`config.mk`:
```
export PLATFORM = sky130hd
export DESIGN_NAME = radix_prefixed_integer_reader
export DESIGN_NICKNAME = d
export VERILOG_FILES = /design/src/rtl/rpir_pkg.sv /design/src/rtl/rpir_front.sv /design/src/rtl/rpir_back.sv /design/src/rtl/rpir_rsp_queue.sv /design/src/rtl/radix_prefixed_integer_reader.sv
export SDC_FILE = /design/constraint.sdc
export NUM_CORES = 1
export LEC_CHECK = 0
export BUFFER_PORTS_ARGS = -buffer_cell sky130_fd_sc_hd__buf_2
export CAP_MARGIN = 20
export CORE_ASPECT_RATIO = 0.6
export CORE_MARGIN = 2
export CORE_UTILIZATION = 50
export CTS_BUF_LIST = sky130_fd_sc_hd__clkbuf_16
export CTS_CLUSTER_DIAMETER = 50
export DETAILED_ROUTE_END_ITERATION = 8
export GPL_TIMING_DRIVEN = 0
export PLACE_DENSITY = 0.67
export SYNTH_ARGS = -nofsm -noshare
export SYNTH_HDL_FRONTEND = slang
export SYNTH_SLANG_ARGS = --single-unit
```
`constraint.sdc`:
```
create_clock -name clock -period 6.83 [get_ports clock]
set_clock_uncertainty 0.1 [all_clocks]
set_input_delay 1.366 -clock clock [delete_from_list [all_inputs] [get_ports clock]]
set_output_delay 1.366 -clock clock [all_outputs]
set_load 0.02 [all_outputs]
```
`src/rtl/rpir_pkg.sv`:
```
// ----------------------------------------------------------------------------
// rpir_pkg: shared types and constants for the radix-prefixed integer reader
// Character codes, the classified character item, the result entry and the
// parser phase encoding.
// ----------------------------------------------------------------------------
package rpir_pkg;

   localparam logic [7:0] CHAR_0     = 8'h30;
   localparam logic [7:0] CHAR_9     = 8'h39;
   localparam logic [7:0] CHAR_PLUS  = 8'h2b;
   localparam logic [7:0] CHAR_MINUS = 8'h2d;
   localparam logic [7:0] CHAR_UP_A  = 8'h41;
   localparam logic [7:0] CHAR_UP_Z  = 8'h5a;
   localparam logic [7:0] CHAR_A     = 8'h61;
   localparam logic [7:0] CHAR_F     = 8'h66;
   localparam logic [7:0] CHAR_B     = 8'h62;
   localparam logic [7:0] CHAR_O     = 8'h6f;
   localparam logic [7:0] CHAR_D     = 8'h64;
   localparam logic [7:0] CHAR_Z     = 8'h7a;
   localparam logic [7:0] CHAR_X     = 8'h78;
   localparam logic [7:0] CASE_GAP   = 8'h20;

   localparam logic [4:0] RADIX_NONE = 5'd0;
   localparam logic [4:0] RADIX_2    = 5'd2;
   localparam logic [4:0] RADIX_8    = 5'd8;
   localparam logic [4:0] RADIX_10   = 5'd10;
   localparam logic [4:0] RADIX_12   = 5'd12;
   localparam logic [4:0] RADIX_16   = 5'd16;

   localparam logic [4:0] DIGIT_NONE = 5'd16;

   typedef struct packed {
      logic [7:0] ch;
      logic       last;
   } req_type;

   typedef struct packed {
      logic               is_number;
      logic signed [63:0] value;
   } rsp_type;

   // one character after classification
   typedef struct packed {
      logic [4:0] digit;     // DIGIT_NONE when not a hex digit
      logic [4:0] prefix;    // RADIX_NONE when not a prefix letter
      logic       is_zero;
      logic       is_minus;
      logic       is_plus;
      logic       last;
   } item_type;

   // result as held in the output queue; sign applied on the way out
   typedef struct packed {
      logic        is_number;
      logic        negative;
      logic [63:0] magnitude;
   } res_type;

   typedef enum logic [2:0] {
      PHASE_START  = 3'd0,
      PHASE_BODY   = 3'd1,
      PHASE_ZERO   = 3'd2,
      PHASE_PREFIX = 3'd3,
      PHASE_DIGITS = 3'd4,
      PHASE_BAD    = 3'd5
   } phase_type;

endpackage

```
`src/rtl/rpir_front.sv`:
```
// ----------------------------------------------------------------------------
// rpir_front: character intake and classification
// Decodes each byte into digit value, prefix radix and sign flags and holds
// it in a two-entry queue toward the parser.
// ----------------------------------------------------------------------------
module rpir_front (
   input  logic               clock,
   input  logic               reset,
   input  logic               push,
   output logic               full,
   input  rpir_pkg::req_type  req_data,
   output logic               item_valid,
   output rpir_pkg::item_type item,
   input  logic               item_take
);

   logic [1:0]         count_ff, count_in;
   logic               wr_ptr_ff, wr_ptr_in;
   logic               rd_ptr_ff, rd_ptr_in;
   rpir_pkg::item_type entry_ff [0:1];
   rpir_pkg::item_type cls;
   logic               wr_en;
   logic [7:0]         lower;

   // classification
   always_comb begin
      if (req_data.ch >= rpir_pkg::CHAR_UP_A && req_data.ch <= rpir_pkg::CHAR_UP_Z) begin
         lower = req_data.ch + rpir_pkg::CASE_GAP;
      end else begin
         lower = req_data.ch;
      end

      priority if (lower >= rpir_pkg::CHAR_0 && lower <= rpir_pkg::CHAR_9) begin
         cls.digit = 5'(lower - rpir_pkg::CHAR_0);
      end else if (lower >= rpir_pkg::CHAR_A && lower <= rpir_pkg::CHAR_F) begin
         cls.digit = 5'(lower - rpir_pkg::CHAR_A) + 5'd10;
      end else begin
         cls.digit = rpir_pkg::DIGIT_NONE;
      end

      priority if (lower == rpir_pkg::CHAR_B) begin
         cls.prefix = rpir_pkg::RADIX_2;
      end else if (lower == rpir_pkg::CHAR_O) begin
         cls.prefix = rpir_pkg::RADIX_8;
      end else if (lower == rpir_pkg::CHAR_D) begin
         cls.prefix = rpir_pkg::RADIX_10;
      end else if (lower == rpir_pkg::CHAR_Z) begin
         cls.prefix = rpir_pkg::RADIX_12;
      end else if (lower == rpir_pkg::CHAR_X) begin
         cls.prefix = rpir_pkg::RADIX_16;
      end else begin
         cls.prefix = rpir_pkg::RADIX_NONE;
      end

      cls.is_zero  = (req_data.ch == rpir_pkg::CHAR_0);
      cls.is_minus = (req_data.ch == rpir_pkg::CHAR_MINUS);
      cls.is_plus  = (req_data.ch == rpir_pkg::CHAR_PLUS);
      cls.last     = req_data.last;
   end

   assign full       = (count_ff == 2'd2);
   assign item_valid = (count_ff != 2'd0);
   assign item       = entry_ff[rd_ptr_ff];
   assign wr_en      = push && !full;

   always_comb begin
      wr_ptr_in = wr_ptr_ff ^ wr_en;
      rd_ptr_in = rd_ptr_ff ^ item_take;
      count_in  = count_ff + 2'(wr_en) - 2'(item_take);
   end

   always_ff @(posedge clock) begin
      if (reset) begin
         count_ff  <= 2'd0;
         wr_ptr_ff <= 1'b0;
         rd_ptr_ff <= 1'b0;
      end else begin
         count_ff  <= count_in;
         wr_ptr_ff <= wr_ptr_in;
         rd_ptr_ff <= rd_ptr_in;
      end
   end

   always_ff @(posedge clock) begin
      if (wr_en) begin
         entry_ff[wr_ptr_ff] <= cls;
      end
   end

   a_count_bound: assert property (@(posedge clock) disable iff (reset)
      count_ff != 2'd3)
      else $error("front queue count out of range");

endmodule

```
`src/rtl/rpir_back.sv`:
```
// ----------------------------------------------------------------------------
// rpir_back: token parser
// Walks the sign / prefix / digit phases, accumulates value * radix + digit
// and emits one result entry at the last character of a token.
// ----------------------------------------------------------------------------
module rpir_back (
   input  logic               clock,
   input  logic               reset,
   input  logic               item_valid,
   input  rpir_pkg::item_type item,
   output logic               item_take,
   input  logic               res_full,
   output logic               res_write,
   output rpir_pkg::res_type  res_entry
);

   rpir_pkg::phase_type phase_ff, phase_in;
   logic                negative_ff, negative_in;
   logic [4:0]          radix_ff, radix_in;
   logic [63:0]         acc_ff, acc_in;
   logic [63:0]         prod_sum;
   logic                digit_ok;
   logic                number_end;

   assign item_take = item_valid && (!item.last || !res_full);
   assign digit_ok  = (item.digit < radix_ff);
   assign prod_sum  = acc_ff * 64'(radix_ff) + 64'(item.digit);

   always_comb begin
      phase_in    = phase_ff;
      negative_in = negative_ff;
      radix_in    = radix_ff;
      acc_in      = acc_ff;

      // radix is ten and the accumulator zero in both START and BODY
      unique case (phase_ff)
         rpir_pkg::PHASE_START, rpir_pkg::PHASE_BODY: begin
            priority if (phase_ff == rpir_pkg::PHASE_START && item.is_minus) begin
               negative_in = 1'b1;
               phase_in    = rpir_pkg::PHASE_BODY;
            end else if (phase_ff == rpir_pkg::PHASE_START && item.is_plus) begin
               phase_in = rpir_pkg::PHASE_BODY;
            end else if (item.is_zero) begin
               acc_in   = '0;
               phase_in = rpir_pkg::PHASE_ZERO;
            end else if (digit_ok) begin
               acc_in   = prod_sum;
               phase_in = rpir_pkg::PHASE_DIGITS;
            end else begin
               phase_in = rpir_pkg::PHASE_BAD;
            end
         end
         rpir_pkg::PHASE_ZERO: begin
            priority if (item.prefix != rpir_pkg::RADIX_NONE) begin
               radix_in = item.prefix;
               acc_in   = '0;
               phase_in = rpir_pkg::PHASE_PREFIX;
            end else if (digit_ok) begin
               acc_in   = prod_sum;
               phase_in = rpir_pkg::PHASE_DIGITS;
            end else begin
               phase_in = rpir_pkg::PHASE_BAD;
            end
         end
         rpir_pkg::PHASE_PREFIX, rpir_pkg::PHASE_DIGITS: begin
            if (digit_ok) begin
               acc_in   = prod_sum;
               phase_in = rpir_pkg::PHASE_DIGITS;
            end else begin
               phase_in = rpir_pkg::PHASE_BAD;
            end
         end
         default: begin
            phase_in = rpir_pkg::PHASE_BAD;
         end
      endcase

      number_end = (phase_in == rpir_pkg::PHASE_ZERO) ||
                   (phase_in == rpir_pkg::PHASE_DIGITS);
      res_write              = item_take && item.last;
      res_entry.is_number    = number_end;
      res_entry.negative     = number_end && negative_in;
      res_entry.magnitude    = number_end ? acc_in : 64'd0;

      if (item.last) begin
         phase_in    = rpir_pkg::PHASE_START;
         negative_in = 1'b0;
         radix_in    = rpir_pkg::RADIX_10;
         acc_in      = '0;
      end
   end

   always_ff @(posedge clock) begin
      if (reset) begin
         phase_ff    <= rpir_pkg::PHASE_START;
         negative_ff <= 1'b0;
         radix_ff    <= rpir_pkg::RADIX_10;
         acc_ff      <= '0;
      end else if (item_take) begin
         phase_ff    <= phase_in;
         negative_ff <= negative_in;
         radix_ff    <= radix_in;
         acc_ff      <= acc_in;
      end
   end

   a_start_clean: assert property (@(posedge clock) disable iff (reset)
      phase_ff == rpir_pkg::PHASE_START |->
         acc_ff == 64'd0 && !negative_ff && radix_ff == rpir_pkg::RADIX_10)
      else $error("token state not cleared at start");

   a_radix_legal: assert property (@(posedge clock) disable iff (reset)
      radix_ff == rpir_pkg::RADIX_2 || radix_ff == rpir_pkg::RADIX_8 ||
      radix_ff == rpir_pkg::RADIX_10 || radix_ff == rpir_pkg::RADIX_12 ||
      radix_ff == rpir_pkg::RADIX_16)
      else $error("radix register holds an illegal value");

endmodule

```
`src/rtl/rpir_rsp_queue.sv`:
```
// ----------------------------------------------------------------------------
// rpir_rsp_queue: result queue
// Two-entry queue of finished results; the sign is applied on the way out.
// ----------------------------------------------------------------------------
module rpir_rsp_queue (
   input  logic              clock,
   input  logic              reset,
   input  logic              res_write,
   input  rpir_pkg::res_type res_entry,
   output logic              res_full,
   output logic              empty,
   input  logic              pop,
   output rpir_pkg::rsp_type rsp_data
);

   logic [1:0]        count_ff, count_in;
   logic              wr_ptr_ff, wr_ptr_in;
   logic              rd_ptr_ff, rd_ptr_in;
   rpir_pkg::res_type entry_ff [0:1];
   rpir_pkg::res_type head;
   logic              rd_en;

   assign res_full = (count_ff == 2'd2);
   assign empty    = (count_ff == 2'd0);
   assign rd_en    = pop && !empty;
   assign head     = entry_ff[rd_ptr_ff];

   always_comb begin
      rsp_data.is_number = head.is_number;
      rsp_data.value     = head.negative ? $signed(64'd0 - head.magnitude)
                                         : $signed(head.magnitude);
   end

   always_comb begin
      wr_ptr_in = wr_ptr_ff ^ res_write;
      rd_ptr_in = rd_ptr_ff ^ rd_en;
      count_in  = count_ff + 2'(res_write) - 2'(rd_en);
   end

   always_ff @(posedge clock) begin
      if (reset) begin
         count_ff  <= 2'd0;
         wr_ptr_ff <= 1'b0;
         rd_ptr_ff <= 1'b0;
      end else begin
         count_ff  <= count_in;
         wr_ptr_ff <= wr_ptr_in;
         rd_ptr_ff <= rd_ptr_in;
      end
   end

   always_ff @(posedge clock) begin
      if (res_write) begin
         entry_ff[wr_ptr_ff] <= res_entry;
      end
   end

   a_no_overflow: assert property (@(posedge clock) disable iff (reset)
      res_write |-> !res_full)
      else $error("result written into a full queue");

endmodule

```
`src/rtl/radix_prefixed_integer_reader.sv`:
```
// ----------------------------------------------------------------------------
// radix_prefixed_integer_reader: signed integer literal parser
// Parses an atom token, one character per transfer, into a signed 64-bit value.
// ----------------------------------------------------------------------------
// Characters are taken one per cycle while full is low, and a new token may
// follow the last character of the previous one with no gap. The rate is set
// by the parser's multiply-add of accumulator by radix, which completes one
// character a cycle unless a token's last character waits on a full result
// queue. A result reaches the result ports through both queues: the token's
// last character waits in the front queue until the parser reads it, and the
// parser writes the result into the result queue, where it waits until
// popped. The front and result queues are two entries deep each, so push
// keeps flowing while a result sits unpopped until both fill. Tokens without
// a leading '+'/'-' or a radix prefix read in decimal; a value that is not a
// number reads as zero with is_number low.
// ----------------------------------------------------------------------------
module radix_prefixed_integer_reader (
   input  logic              clock,
   input  logic              reset,
   input  logic              push,
   output logic              full,
   input  rpir_pkg::req_type req_data,
   output logic              empty,
   input  logic              pop,
   output rpir_pkg::rsp_type rsp_data
);

   logic               item_valid;
   logic               item_take;
   rpir_pkg::item_type item;
   logic               res_full;
   logic               res_write;
   rpir_pkg::res_type  res_entry;

   rpir_front u_front (
      .clock      (clock),
      .reset      (reset),
      .push       (push),
      .full       (full),
      .req_data   (req_data),
      .item_valid (item_valid),
      .item       (item),
      .item_take  (item_take)
   );

   rpir_back u_back (
      .clock      (clock),
      .reset      (reset),
      .item_valid (item_valid),
      .item       (item),
      .item_take  (item_take),
      .res_full   (res_full),
      .res_write  (res_write),
      .res_entry  (res_entry)
   );

   rpir_rsp_queue u_rsp_queue (
      .clock     (clock),
      .reset     (reset),
      .res_write (res_write),
      .res_entry (res_entry),
      .res_full  (res_full),
      .empty     (empty),
      .pop       (pop),
      .rsp_data  (rsp_data)
   );

endmodule

```
======== Word-level counts from Yosys, hierarchy flattened ========
Memory sizes are Yosys's and may differ from the RTL's. A register that Yosys moved wholly into a read port is not among the register bits.
Index checks and enable logic that the tools add are counted.
cells by class
  magnitude comparators ................... 7
  add/sub/neg operators ................... 10
  multiplexer cells ....................... 36
  reduce and logical (&&, ||, !) cells .... 25
  eq/ne operators ......................... 16
  $mul .................................... 1
  bitwise operators ....................... 4
operators by type and width
  kind                                                               count
  two-way mux 64 bit                                                 8
  case mux 64 bit (3 select lines)                                   1
  adder 64 x 5 -> 64 bit                                             1
  multiplier 64 x 5 -> 64 bit                                        1
  subtractor 1 x 64 -> 64 bit, first input constant                  1
  two-way mux 5 bit                                                  10
  == test 8 x 7 -> 1 bit, second input constant                      5
  == test 8 x 6 -> 1 bit, second input constant                      3
  greater-or-equal comparator 8 x 7 -> 1 bit, second input constant  2
  <= comparator 8 x 7 -> 1 bit, second input constant                2
  two-way mux 3 bit                                                  5
  logical AND 1 bit                                                  10
  two-way mux 1 bit                                                  10
  == test 3 x 2 -> 1 bit, second input constant                      3
  case mux 3 bit (3 select lines)                                    1
  adder 8 x 6 -> 8 bit, second input constant                        1
  greater-or-equal comparator 8 x 6 -> 1 bit, second input constant  1
  <= comparator 8 x 6 -> 1 bit, second input constant                1
  two-way mux 8 bit                                                  1
  == test 3 bit, second input constant                               2
  nonzero test 2 bit                                                 3
  adder 5 x 4 -> 5 bit, second input constant                        1
  less-than comparator 5 bit                                         1
  nonzero test 5 bit                                                 1
  other kinds (13)                                                   24
storage, ports and cells
  memories ................................ 2
  input bits .............................. 13
  flip-flop bits (word level) ............. 81
  word-level logic and storage cells ...... 111
  bits in writable memories ............... 160
  output and inout port bits .............. 67
memory list
  name                  words  width  rd ports  clocked after memory_dff  write ports  RTL line              source
  u_rsp_queue.entry_ff  2      66     1         1                         1            rpir_rsp_queue.sv:19  rpir_pkg::res_type entry_ff [0:1];
  u_front.entry_ff      2      14     1         1                         1            rpir_front.sv:20      rpir_pkg::item_type entry_ff [0:1];

======== Depth between registers and ports, before layout ========
Gate-level depths: netlist (run 1).
  depth after elaboration ................. 9
  gate-level depth with buffers ........... 20
  mapped depth without buffers ............ 17

======== By module ========
From an unflattened synthesis (run 1), not the netlist that was laid out.
unflattened totals
  cell total of the unflattened synthesis .. 2513
  area total of the unflattened synthesis .. 23171.0 um^2
modules (own cells, without submodules)
  module          area each (um^2)  sequential area each (um^2)  cells an instance  instances
  rpir_back       14227.4           1461.4                       1779               1
  rpir_rsp_queue  7308.3            4043.9                       599                1
  rpir_front      1635.3            860.8                        135                1

======== Worst setup path before layout (run 1) ========
OpenSTA, ideal clock, no wires.
  path kind ............................... reg2out
  start ................................... register, netlist name u_rsp_queue.rd_ptr_ff
  end ..................................... output port rsp_data[58] (netlist name)
  arrival ................................. 4.321 ns
  path slack .............................. 1.043 ns
  cell stages (with the launch flop) ...... 21
  data required time ...................... 5.364 ns
  path buffers ............................ 10
  cell sequence ........................... dfxtp_1 > buf_6 > buf_8 > buf_6 > buf_6 > buf_6 > buf_6 > buf_2 > buf_1 > clkbuf_1 > mux2i_1 > ha_1 > o21ai_1 > nor3_4 > nand2_2 > nor3_4 > nand2_2 > or2_1 > buf_6 > o31ai_4 > xor2_1
RTL lines
  element        RTL line                             source
  end, declared  radix_prefixed_integer_reader.sv:25  output rpir_pkg::rsp_type rsp_data

==> results.yml, run 1 <==
run_status:
  status: "complete, no violations"
flow_run:
  cap_viol_max_count: 0
yosys:
  synth_cell_types: 88
  ys_ff_latch: 237
  synth-warning-count: 0
  synth_seq_area_share_pct: 31.80
  synth_edf_count: 158
  synth_area_per_cell_sq_um: 9.689
  synth_nets: 2332
  synth_ff_type: "edfxtp_1"
  syn-instance-count: 2053
  async_reset_ff_share_pct: 0
  netlist_area_sq_um: 19890
routing:
  wl_microns: 59180
  wire_per_inst_microns: 21.89
  drc: 0
  via_per_inst: 5.987
  first_pass_iters: 5
  num_vias: 16190
  drt-initial-drc-count: 1814
  ant_nets: 0
floorplan:
  start_util_pct: 50.79
  io_pins: 80
  die_area_sq_um: 41450
  die_y_microns: 158.5
  die_x_microns: 261.5
  num_rows: 56
  coreArea_sq_um: 39170
pwr:
  p_sw_mw: 2.639
  p_clk_share_pct: 26.1
  ir_worst_vdd_mv: 0.1875
  p_int_mw: 3.603
  comb_power_share_pct: 43.9
  switching_share_pct: 42.28
  p_leak_nw: 9.237
  p_total_mw: 6.242
  pwr-share-seq_pct: 30.1
  powerDensity_nw_per_um2: 282.5
clock_network:
  cts_tree: "built"
  cts.path.max_buffers: 3
  cts_setup_buffers: 0
  clock_sinks: 237
  cts-htree-levels: 1
  hold_buffers: 0
  path_clk_slew_ns: 0.07
  clk_latency_ns: 0.60
  numCtsBuffers: 30
  clockRootBuffer: "clkbuf_16"
critical_path:
  critPathMostFrequentCell: "fa_1"
  cp_max_fo: 10
  critPathMaxStageDelay_ns: 0.54
  cp.arrival_ns: 6.81
  required_ns: 7.02
  crit_chain: "clkbuf_1 > clkbuf_2 > nand2_1 > fa_1 > fa_1 > fa_1 > inv_1 > fa_1 > a21oi_1 > o211ai_1 > a211o_1 > a31oi_2 > o21ba_2 > o211ai_1 > a21oi_1 > xor2_2 > nor2_1"
  criticalPathCategory: "reg2reg"
  crit_slowest_cell: "dfxtp_2"
  crit_path_start_kind: "flop"
  cp-end-kind: "flop"
sta:
  hold_ws_ns: 0.3626
  relSlewSlack_pct: 29.59
  worst_pin_slew_ns: 1.048
  fin_ws_ns: 0.2126
  hold_viol_final: 0
  layout_min_cycle_time_ns: 6.617
  period_share_pct: 96.89
  setup_violations: 0
  fin_setup_tns_ns: 0
  fmax_mhz: 151.1
  finalMaxSlewViolations: 0
global_routing:
  overflow: 0
  grt_pass1_wl_microns: 91190
  grtUsageTotal_pct: 29.22
  antenna_found_initial: 0
  grt_pass1_vias: 15357
  grt_max_degree: 63
placed_design:
  post-place-ws_ns: -0.6719
  dpl.hpwl_microns: 47310
  gp_congestion: 0.9570
  io_buffers: 76
  postPlaceCellArea_sq_um: 21010
hold_path:
  min_path_type: "reg2reg"
layout:
  syn_to_final_growth_pct: 11.09
  stdcell_area_sq_um: 22100
  layout.nets: 2437
  n_antenna_cell: 0
  drive_gt1_share_pct: 10.04
==> layout by cell type, fill, tap and decap left out, drive strengths merged, types with 84 or more instances in the layout <==
cell type	count
a21oi	111
and2	233
buf	100
clkbuf	116
edfxtp	158
fa	122
ha	144
inv	84
nand2	148
nor2	170
o21ai	118
==> worst max-delay path, delay by kind of cell (launching register included) <==
family	cells	cell delay, ns
AOI/OAI and AO/OA	7	2.08
xor gates and xnor gates	1	0.39
adders and majority gates	4	2.01
buffers and inverters	3	0.87
DFF	1	0.54
and+or+nand+nor	2	0.32
==> kinds of logic (layout without fill, tap and decap cells) <==
family / count (synthesis) / count (layout) / share of synthesized area, %
flip-flops: 237 / 237 / 31.80
multiplexers: 78 / 78 / 4.063
AND/OR/NAND/NOR: 730 / 730 / 19.25
AO/OA/AOI/OAI: 424 / 424 / 13.93
XOR/XNOR: 128 / 128 / 5.636
buffers and inverters: 190 / 319 / 3.988
adder cells (fa/ha/maj): 266 / 266 / 21.34
==> cell usage after synthesis, types with 27 or more instances <==
library cell    n  area (sq um)
inv_1          76         285.3
mux2i_1        58         580.6
xnor2_1        70         613.1
fa_1          122          2442
nor2_1        170         638.1
xor2_1         58         508.0
nand4_1        27         168.9
nor3_1         29         145.1
and2_1        233          1458
o21ai_0       108         540.5
edfxtp_1      158          4745
nand2_1       145         544.3
ha_1          144          1802
dfxtp_1        79          1582
a21oi_1       110         550.5
clkbuf_1       89         334.1
==> state kept, by name (all words and copies together), names as in the netlist <==
| name | cells |
|---|---|
| u_front.count_ff | 2 |
| u_front.rd_ptr_ff | 1 |
| u_back.acc_ff | 63 |
| u_rsp_queue.wr_ptr_ff | 1 |
| u_rsp_queue.entry_ff | 132 |
| u_front.wr_ptr_ff | 1 |
| u_rsp_queue.rd_ptr_ff | 1 |
| u_back.radix_ff | 4 |
| u_rsp_queue.count_ff | 2 |
| u_back.phase_ff | 3 |
| u_front.entry_ff | 26 |
| u_back.negative_ff | 1 |
==> cell type report <==
| type | instances | area (sq um) |
|---|---|---|
| Fill cell | 3442 | 17070 |
| Buffer | 108 | 490.5 |
| Tap cell | 522 | 653.1 |
| Multi-Input combinational cell | 1626 | 12860 |
| Inverter | 77 | 289.0 |
| Clock inverter | 26 | 294.0 |
| Sequential cell | 237 | 6327 |
| Clock buffer | 30 | 750.7 |
| Timing Repair Buffer | 78 | 435.4 |
==> stage by stage <==
stage	util, %	cells
detailed placement	53.63	2653
CTS	56.32	2706
global route	56.42	2704
global placement	53.42	2651
floorplan	-	2053
finish	56.42	2704
==> layer usage <==
layer  wire [microns]  vias up  global-route usage (%)
met5                0        -                       0
met4              679        0                   4.085
met3             8145       55                   11.65
met2            21640      780                   37.60
met1            28720     7905                   45.71
li1                 -     7450                       -
==> power groups by stage <==
stage               clock network [mW]  registers, mW  logic [mW]
detailed placement                   0           1.90        2.73
global route                      1.71           1.90        2.97
global placement                     0           1.91        2.66
floorplan                            0           1.88        1.87
finish                            1.63           1.88        2.74
CTS                               1.65           1.87        2.74
==> timing repair <==
action                                  CTS  global route
resized for setup                         7            11
endpoints found under the setup margin   77            27
pin swaps                                 0             0
==> worst paths after layout <==
path | depth (start not counted) | start | slack, ns | end
max | 17 | u_back.radix_ff[3]$_SDFFE_PP1P_ | 0.21 | u_rsp_queue.entry_ff[1][53]$_DFFE_PP_
min | 2 | u_back.acc_ff[62]$_SDFFE_PP0P_ | 0.36 | u_back.acc_ff[62]$_SDFFE_PP0P_
max reg2reg | 17 | u_back.radix_ff[3]$_SDFFE_PP1P_ | 0.21 | u_rsp_queue.entry_ff[1][53]$_DFFE_PP_
min reg2reg | 2 | u_back.acc_ff[62]$_SDFFE_PP0P_ | 0.36 | u_back.acc_ff[62]$_SDFFE_PP0P_
Power figures use the tool's default switching activity.
==> inputs of run 2 (changes only) <==
Settings changed: PLACE_DENSITY 0.67 to unset, PLACE_DENSITY_LB_ADDON set to 0.08.
==> run 2 against run 1 <==
  * Clock power down 10%
  * Worst setup slack gained 0.070 ns
  * Final cell count decreased by 0.18%
  * Critical endpoint is now u_rsp_queue.entry_ff[1][59]$_DFFE_PP_
==> results.yml, run 2 (synthesis results as in run 1) <==
placed_design:
  postPlaceCellArea_sq_um: 21010
  gp_congestion: 0.9316
  io_buffers: 76
  dp_cells: 2653
  dpl.hpwl_microns: 48740
pwr:
  p_leak_nw: 9.178
  powerDensity_nw_per_um2: 276.6
  ir_worst_vdd_mv: 0.2019
routing:
  ant_nets: 0
  wl_microns: 60190
  num_vias: 16000
  drc: 0
  first_pass_iters: 6
  via_per_inst: 5.928
  drt-initial-drc-count: 1679
  wire_per_inst_microns: 22.30
sta:
  period_share_pct: 95.86
  layout_min_cycle_time_ns: 6.547
  relSlewSlack_pct: 30.73
  hold_viol_final: 0
  worst_pin_slew_ns: 1.031
  hold_ws_ns: 0.3652
  fin_setup_tns_ns: 0
  setup_violations: 0
  fmax_mhz: 152.7
  rsz0062_at_grt: "false"
  finalMaxSlewViolations: 0
floorplan:
  die_area_sq_um: 41450
  io_pins: 80
  start_util_pct: 50.79
  die_x_microns: 261.5
  coreArea_sq_um: 39170
  num_rows: 56
  die_y_microns: 158.5
layout:
  layout.nets: 2433
  fin_util_pct: 56.06
  layout_common_cells: "and2_1 (233), nor2_1 (170), edfxtp_1 (158)"
  reg_top3: "u_rsp_queue.entry_ff: 132 flops, u_back.acc_ff: 63 flops, u_front.entry_ff: 26 flops"
  stdcell_area_sq_um: 21960
  drive_gt1_share_pct: 9.655
  largest_reg_flops: 132
  final_common_cell: "and2_1"
  syn_to_final_growth_pct: 10.38
  top_register: "u_rsp_queue.entry_ff"
  instances_no_fill: 2699
global_routing:
  grt_pass1_vias: 14960
  met1_usage_pct: 49.36
  grt_max_degree: 55
  met2_usage_pct: 35.31
  met3_usage_pct: 9.551
  grtUsageTotal_pct: 29.50
  overflow: 0
  gr-max-usage-layer: "met1"
  grt_pass1_wl_microns: 91630
  antenna_found_initial: 1
clock_network:
  cts.path.max_buffers: 3
  numCtsBuffers: 27
  cts_tree: "built"
  clockRootBuffer: "clkbuf_16"
  cts-htree-levels: 1
  path_clk_slew_ns: 0.06
  clk_latency_ns: 0.58
  clock_sinks: 237
critical_path:
  critical_path_buf_inv_count: 2
  cp.arrival_ns: 6.74
  critPathMaxStageDelay_ns: 0.73
  cp-end-kind: "flop"
  required_ns: 7.02
  crit_slowest_cell: "clkbuf_1"
  cp_max_fo: 10
  crit_chain: "clkbuf_1 > and2_1 > fa_1 > fa_1 > ha_1 > ha_1 > clkbuf_1 > nand2_1 > nor3_1 > nand3_1 > nor4b_2 > o211ai_1 > a211oi_2 > o21ai_0 > and3_1 > nor3_2"
  criticalPathCategory: "reg2reg"
  crit_path_start_kind: "flop"
  crit_family: "simple AND/OR/NAND/NOR gates"
flow_run:
  cap_viol_max_count: 0
hold_path:
  min_path_type: "reg2reg"
run_status:
  status: "complete, no violations"
==> run 2: cell types whose count changed in the layout (fill, tap and decap cells not counted), moves of 2 or more <==
cell	previous run	this run
diode_2	0	2
inv_6	3	0
clkinv_8	4	2
xnor2_2	0	2
clkbuf_2	5	3
clkbuf_16	30	27
xnor2_1	70	68
clkinv_4	3	1
==> run 2: cell type report <==
cell class              count  area (sq um)
fillers                  3523         17210
multi-input cells        1626         12860
flip-flops and latches    237          6327
clock buffers              27         675.6
well taps                 522         653.1
plain buffers             107         484.2
repair buffers             78         435.4
inverters                  77         289.0
clock inverters            23         222.7
diodes                      2         5.005
==> run 2: worst reg2reg max path, delay by kind of cell, from the launching register on <==
family | cells | cell delay (ns)
AOI/OAI and AO/OA | 3 | 0.88
adders and majority gates | 4 | 1.55
buffers and inverters | 2 | 1.08
DFF | 1 | 0.39
and+or+nand+nor | 7 | 2.24
==> run 2: through the flow <==
| step | total power, mW | setup slack (ns) |
|---|---|---|
| finish | 6.073 | 0.2827 |
| global route | 6.402 | 0.01070 |
| CTS | 6.098 | 0.01718 |
| detailed placement | 4.642 | -0.7034 |
| global placement | 4.593 | -0.7340 |
| floorplan | 3.747 | 1.043 |
==> run 2: per-layer routing <==
| layer | wire length (microns) | vias up | part of all wire (%) |
|---|---|---|---|
| met5 | 0 | - | 0 |
| met4 | 938 | 0 | 1.6 |
| met3 | 8046 | 66 | 13 |
| met2 | 20700 | 755 | 34 |
| met1 | 30510 | 7750 | 51 |
| li1 | - | 7429 | - |
==> run 2: worst paths after layout <==
path | from | end | slack (ns) | depth (start not counted)
worst max-delay path | u_back.radix_ff[4]$_SDFFE_PP0P_ | u_rsp_queue.entry_ff[1][59]$_DFFE_PP_ | 0.28 | 16
worst min-delay path | u_back.acc_ff[62]$_SDFFE_PP0P_ | u_back.acc_ff[62]$_SDFFE_PP0P_ | 0.37 | 2
worst min register to register | u_back.acc_ff[62]$_SDFFE_PP0P_ | u_back.acc_ff[62]$_SDFFE_PP0P_ | 0.37 | 2
worst max register to register | u_back.radix_ff[4]$_SDFFE_PP0P_ | u_rsp_queue.entry_ff[1][59]$_DFFE_PP_ | 0.28 | 16
==> run 2: what timing repair did <==
action	4_1_cts	5_1_grt
hold buffers	0	0
resized for setup	9	6
setup buffers	0	0
setup endpoints to repair	93	27
==> run 2: where the power goes <==
part	leakage, nW	switching [mW]	internal (mW)
combinational	6.61	1.82	0.912
clock	0.456	0.642	0.819
sequential	2.12	0.0979	1.78
total	9.18	2.56	3.51
==> inputs of run 3 (changes only) <==
Settings changed: CORE_UTILIZATION 50 to 40.
==> run 3 against run 2 <==
  * Total power rose by 2.2%
  * Clock power grew 6%
  * Sequential power barely moved
  * Via count is 0.22% higher
  * Fmax decreased by 2.6%
  * Sequential share of layout area is 0.35 points lower
==> results.yml, run 3 (synthesis results as in run 1) <==
critical_path:
  startpoint: "u_back.radix_ff[4]$_SDFFE_PP0P_"
  required_ns: 7.01
  critPathMaxStageDelay_ns: 0.54
  rr_startpoint: "u_back.radix_ff[4]$_SDFFE_PP0P_"
  crit_path_end: "u_rsp_queue.entry_ff[0][53]$_DFFE_PP_"
  crit_family: "compound AO/OA/AOI/OAI gates"
  r2r_slack_ns: 0.11
  cp-end-kind: "flop"
  cp.depth: 17
  cp_max_fo: 10
  critical_path_buf_inv_count: 3
  r2r_end: "u_rsp_queue.entry_ff[0][53]$_DFFE_PP_"
  critPathMostFrequentCell: "fa_1"
  r2r_cells: 17
  cp.arrival_ns: 6.90
  crit_slowest_cell: "fa_1"
  crit_path_start_kind: "flop"
  crit_chain: "buf_2 > clkbuf_2 > nand2_1 > fa_1 > fa_1 > fa_1 > inv_1 > fa_1 > a21oi_1 > o211ai_1 > a211o_1 > a31oi_4 > o21ba_2 > o211ai_1 > a21oi_1 > xor2_2 > nor2_1"
  criticalPathCategory: "reg2reg"
layout:
  final_common_cell: "and2_1"
  drive_gt1_share_pct: 10.12
  reg_top3: "u_rsp_queue.entry_ff: 132 flops, u_back.acc_ff: 63 flops, u_front.entry_ff: 26 flops"
  layout.nets: 2439
  layout_common_cells: "and2_1 (233), nor2_1 (170), edfxtp_1 (158)"
  top_register: "u_rsp_queue.entry_ff"
  stdcell_area_sq_um: 22240
  instances_no_fill: 2835
  syn_to_final_growth_pct: 11.78
  fin_util_pct: 45.13
  largest_reg_flops: 132
  fill_cells: 4720
placed_design:
  postPlaceCellArea_sq_um: 21170
  gp_congestion: 0.8964
  io_buffers: 76
  dp_cells: 2781
  dpl.hpwl_microns: 51520
sta:
  hold_ws_ns: 0.3754
  worst_pin_slew_ns: 1.045
  setup_violations: 0
  relSlewSlack_pct: 29.78
  hold_viol_final: 0
  period_share_pct: 98.38
  layout_min_cycle_time_ns: 6.720
  rsz0062_at_grt: "false"
  fmax_mhz: 148.8
  finalMaxSlewViolations: 0
flow_run:
  cap_viol_max_count: 0
global_routing:
  antenna_found_initial: 0
  grt_pass1_vias: 15284
  grtUsageTotal_pct: 24.94
  grt_pass1_wl_microns: 96860
  grt_max_degree: 53
  overflow: 0
hold_path:
  min_path_type: "reg2reg"
routing:
  num_vias: 16035
  drc: 0
  wl_microns: 64100
  first_pass_iters: 5
  ant_nets: 0
  drt-initial-drc-count: 1513
  wire_per_inst_microns: 22.61
  via_per_inst: 5.656
clock_network:
  clock_sinks: 237
  cts.path.max_buffers: 3
  cts_tree: "built"
  clockRootBuffer: "clkbuf_16"
  numCtsBuffers: 29
  path_clk_slew_ns: 0.07
  clk_latency_ns: 0.61
  cts-htree-levels: 1
floorplan:
  die_x_microns: 291.9
  die_y_microns: 176.7
  start_util_pct: 40.38
  die_area_sq_um: 51590
  coreArea_sq_um: 49270
  num_rows: 63
  io_pins: 80
pwr:
  p_leak_nw: 9.240
  powerDensity_nw_per_um2: 279.1
  ir_worst_vdd_mv: 0.1865
run_status:
  status: "complete, no violations"
-- run 3: layout make-up --
cell class / count / area, sq um / share of cell area (%)
tap: 650 / 813.3 / 3.658
inverter: 77 / 289.0 / 1.300
clock buffer: 29 / 725.7 / 3.264
sequential: 237 / 6329 / 28.46
clock inverter: 25 / 237.7 / 1.069
buffer: 109 / 498.0 / 2.240
timing repair buffer: 80 / 450.4 / 2.026
multi-input combinational: 1626 / 12890 / 57.96
antenna: 2 / 5.005 / 0.02251
-- run 3: per-layer routing --
metal	part of all wire [%]	GRT usage, %	up-vias
met4	1.5	3.802	0
met5	0	0	-
met1	53	41.82	7921
met3	11	7.672	61
li1	-	-	7447
met2	34	30.04	606
-- run 3: repair_timing --
item	CTS	global route
endpoints found under the hold margin	0	0
pin swaps	0	1
cloned	0	0
setup buffers	0	2
resized for setup	13	17
endpoints found under the setup margin	111	38
hold buffers	0	0
-- run 3: worst min-delay path by stage --
stage	start	endpoint	slack (ns)	depth (start not counted)
after global routing	u_back.acc_ff[62]$_SDFFE_PP0P_	u_back.acc_ff[62]$_SDFFE_PP0P_	0.40	2
after global placement	u_back.acc_ff[62]$_SDFFE_PP0P_	u_back.acc_ff[62]$_SDFFE_PP0P_	0.34	2
after CTS	u_back.acc_ff[62]$_SDFFE_PP0P_	u_back.acc_ff[62]$_SDFFE_PP0P_	0.37	2
after floorplan	u_back.acc_ff[62]$_SDFFE_PP0P_	u_back.acc_ff[62]$_SDFFE_PP0P_	0.33	2
after detailed placement	u_back.acc_ff[62]$_SDFFE_PP0P_	u_back.acc_ff[62]$_SDFFE_PP0P_	0.36	2
final	u_back.acc_ff[62]$_SDFFE_PP0P_	u_back.acc_ff[62]$_SDFFE_PP0P_	0.38	2
-- run 3: stage by stage --
| step | TNS [ns] | power (mW) | setup slack (ns) |
|---|---|---|---|
| finish | 0 | 6.205 | 0.1104 |
| global placement | -41.34 | 4.660 | -1.059 |
| global route | 0 | 6.540 | 0.0006359 |
| CTS | 0 | 6.252 | 0.005555 |
| detailed placement | -38.36 | 4.698 | -0.9933 |
| floorplan | 0 | 3.747 | 1.043 |
-- run 3: power breakdown --
| group | total (mW) | internal (mW) | leakage (nW) | switching [mW] |
|---|---|---|---|---|
| clock network | 1.55 | 0.870 | 0.484 | 0.684 |
| logic | 2.78 | 0.911 | 6.64 | 1.87 |
| registers | 1.87 | 1.78 | 2.12 | 0.0950 |
| total | 6.20 | 3.56 | 9.24 | 2.65 |
-- run 3: tightest hold or removal path, cell delays in order (launching register included) --
cell	delay, ns
dfxtp_1	0.33
a2bb2oi_1	0.06
nand2_1	0.05
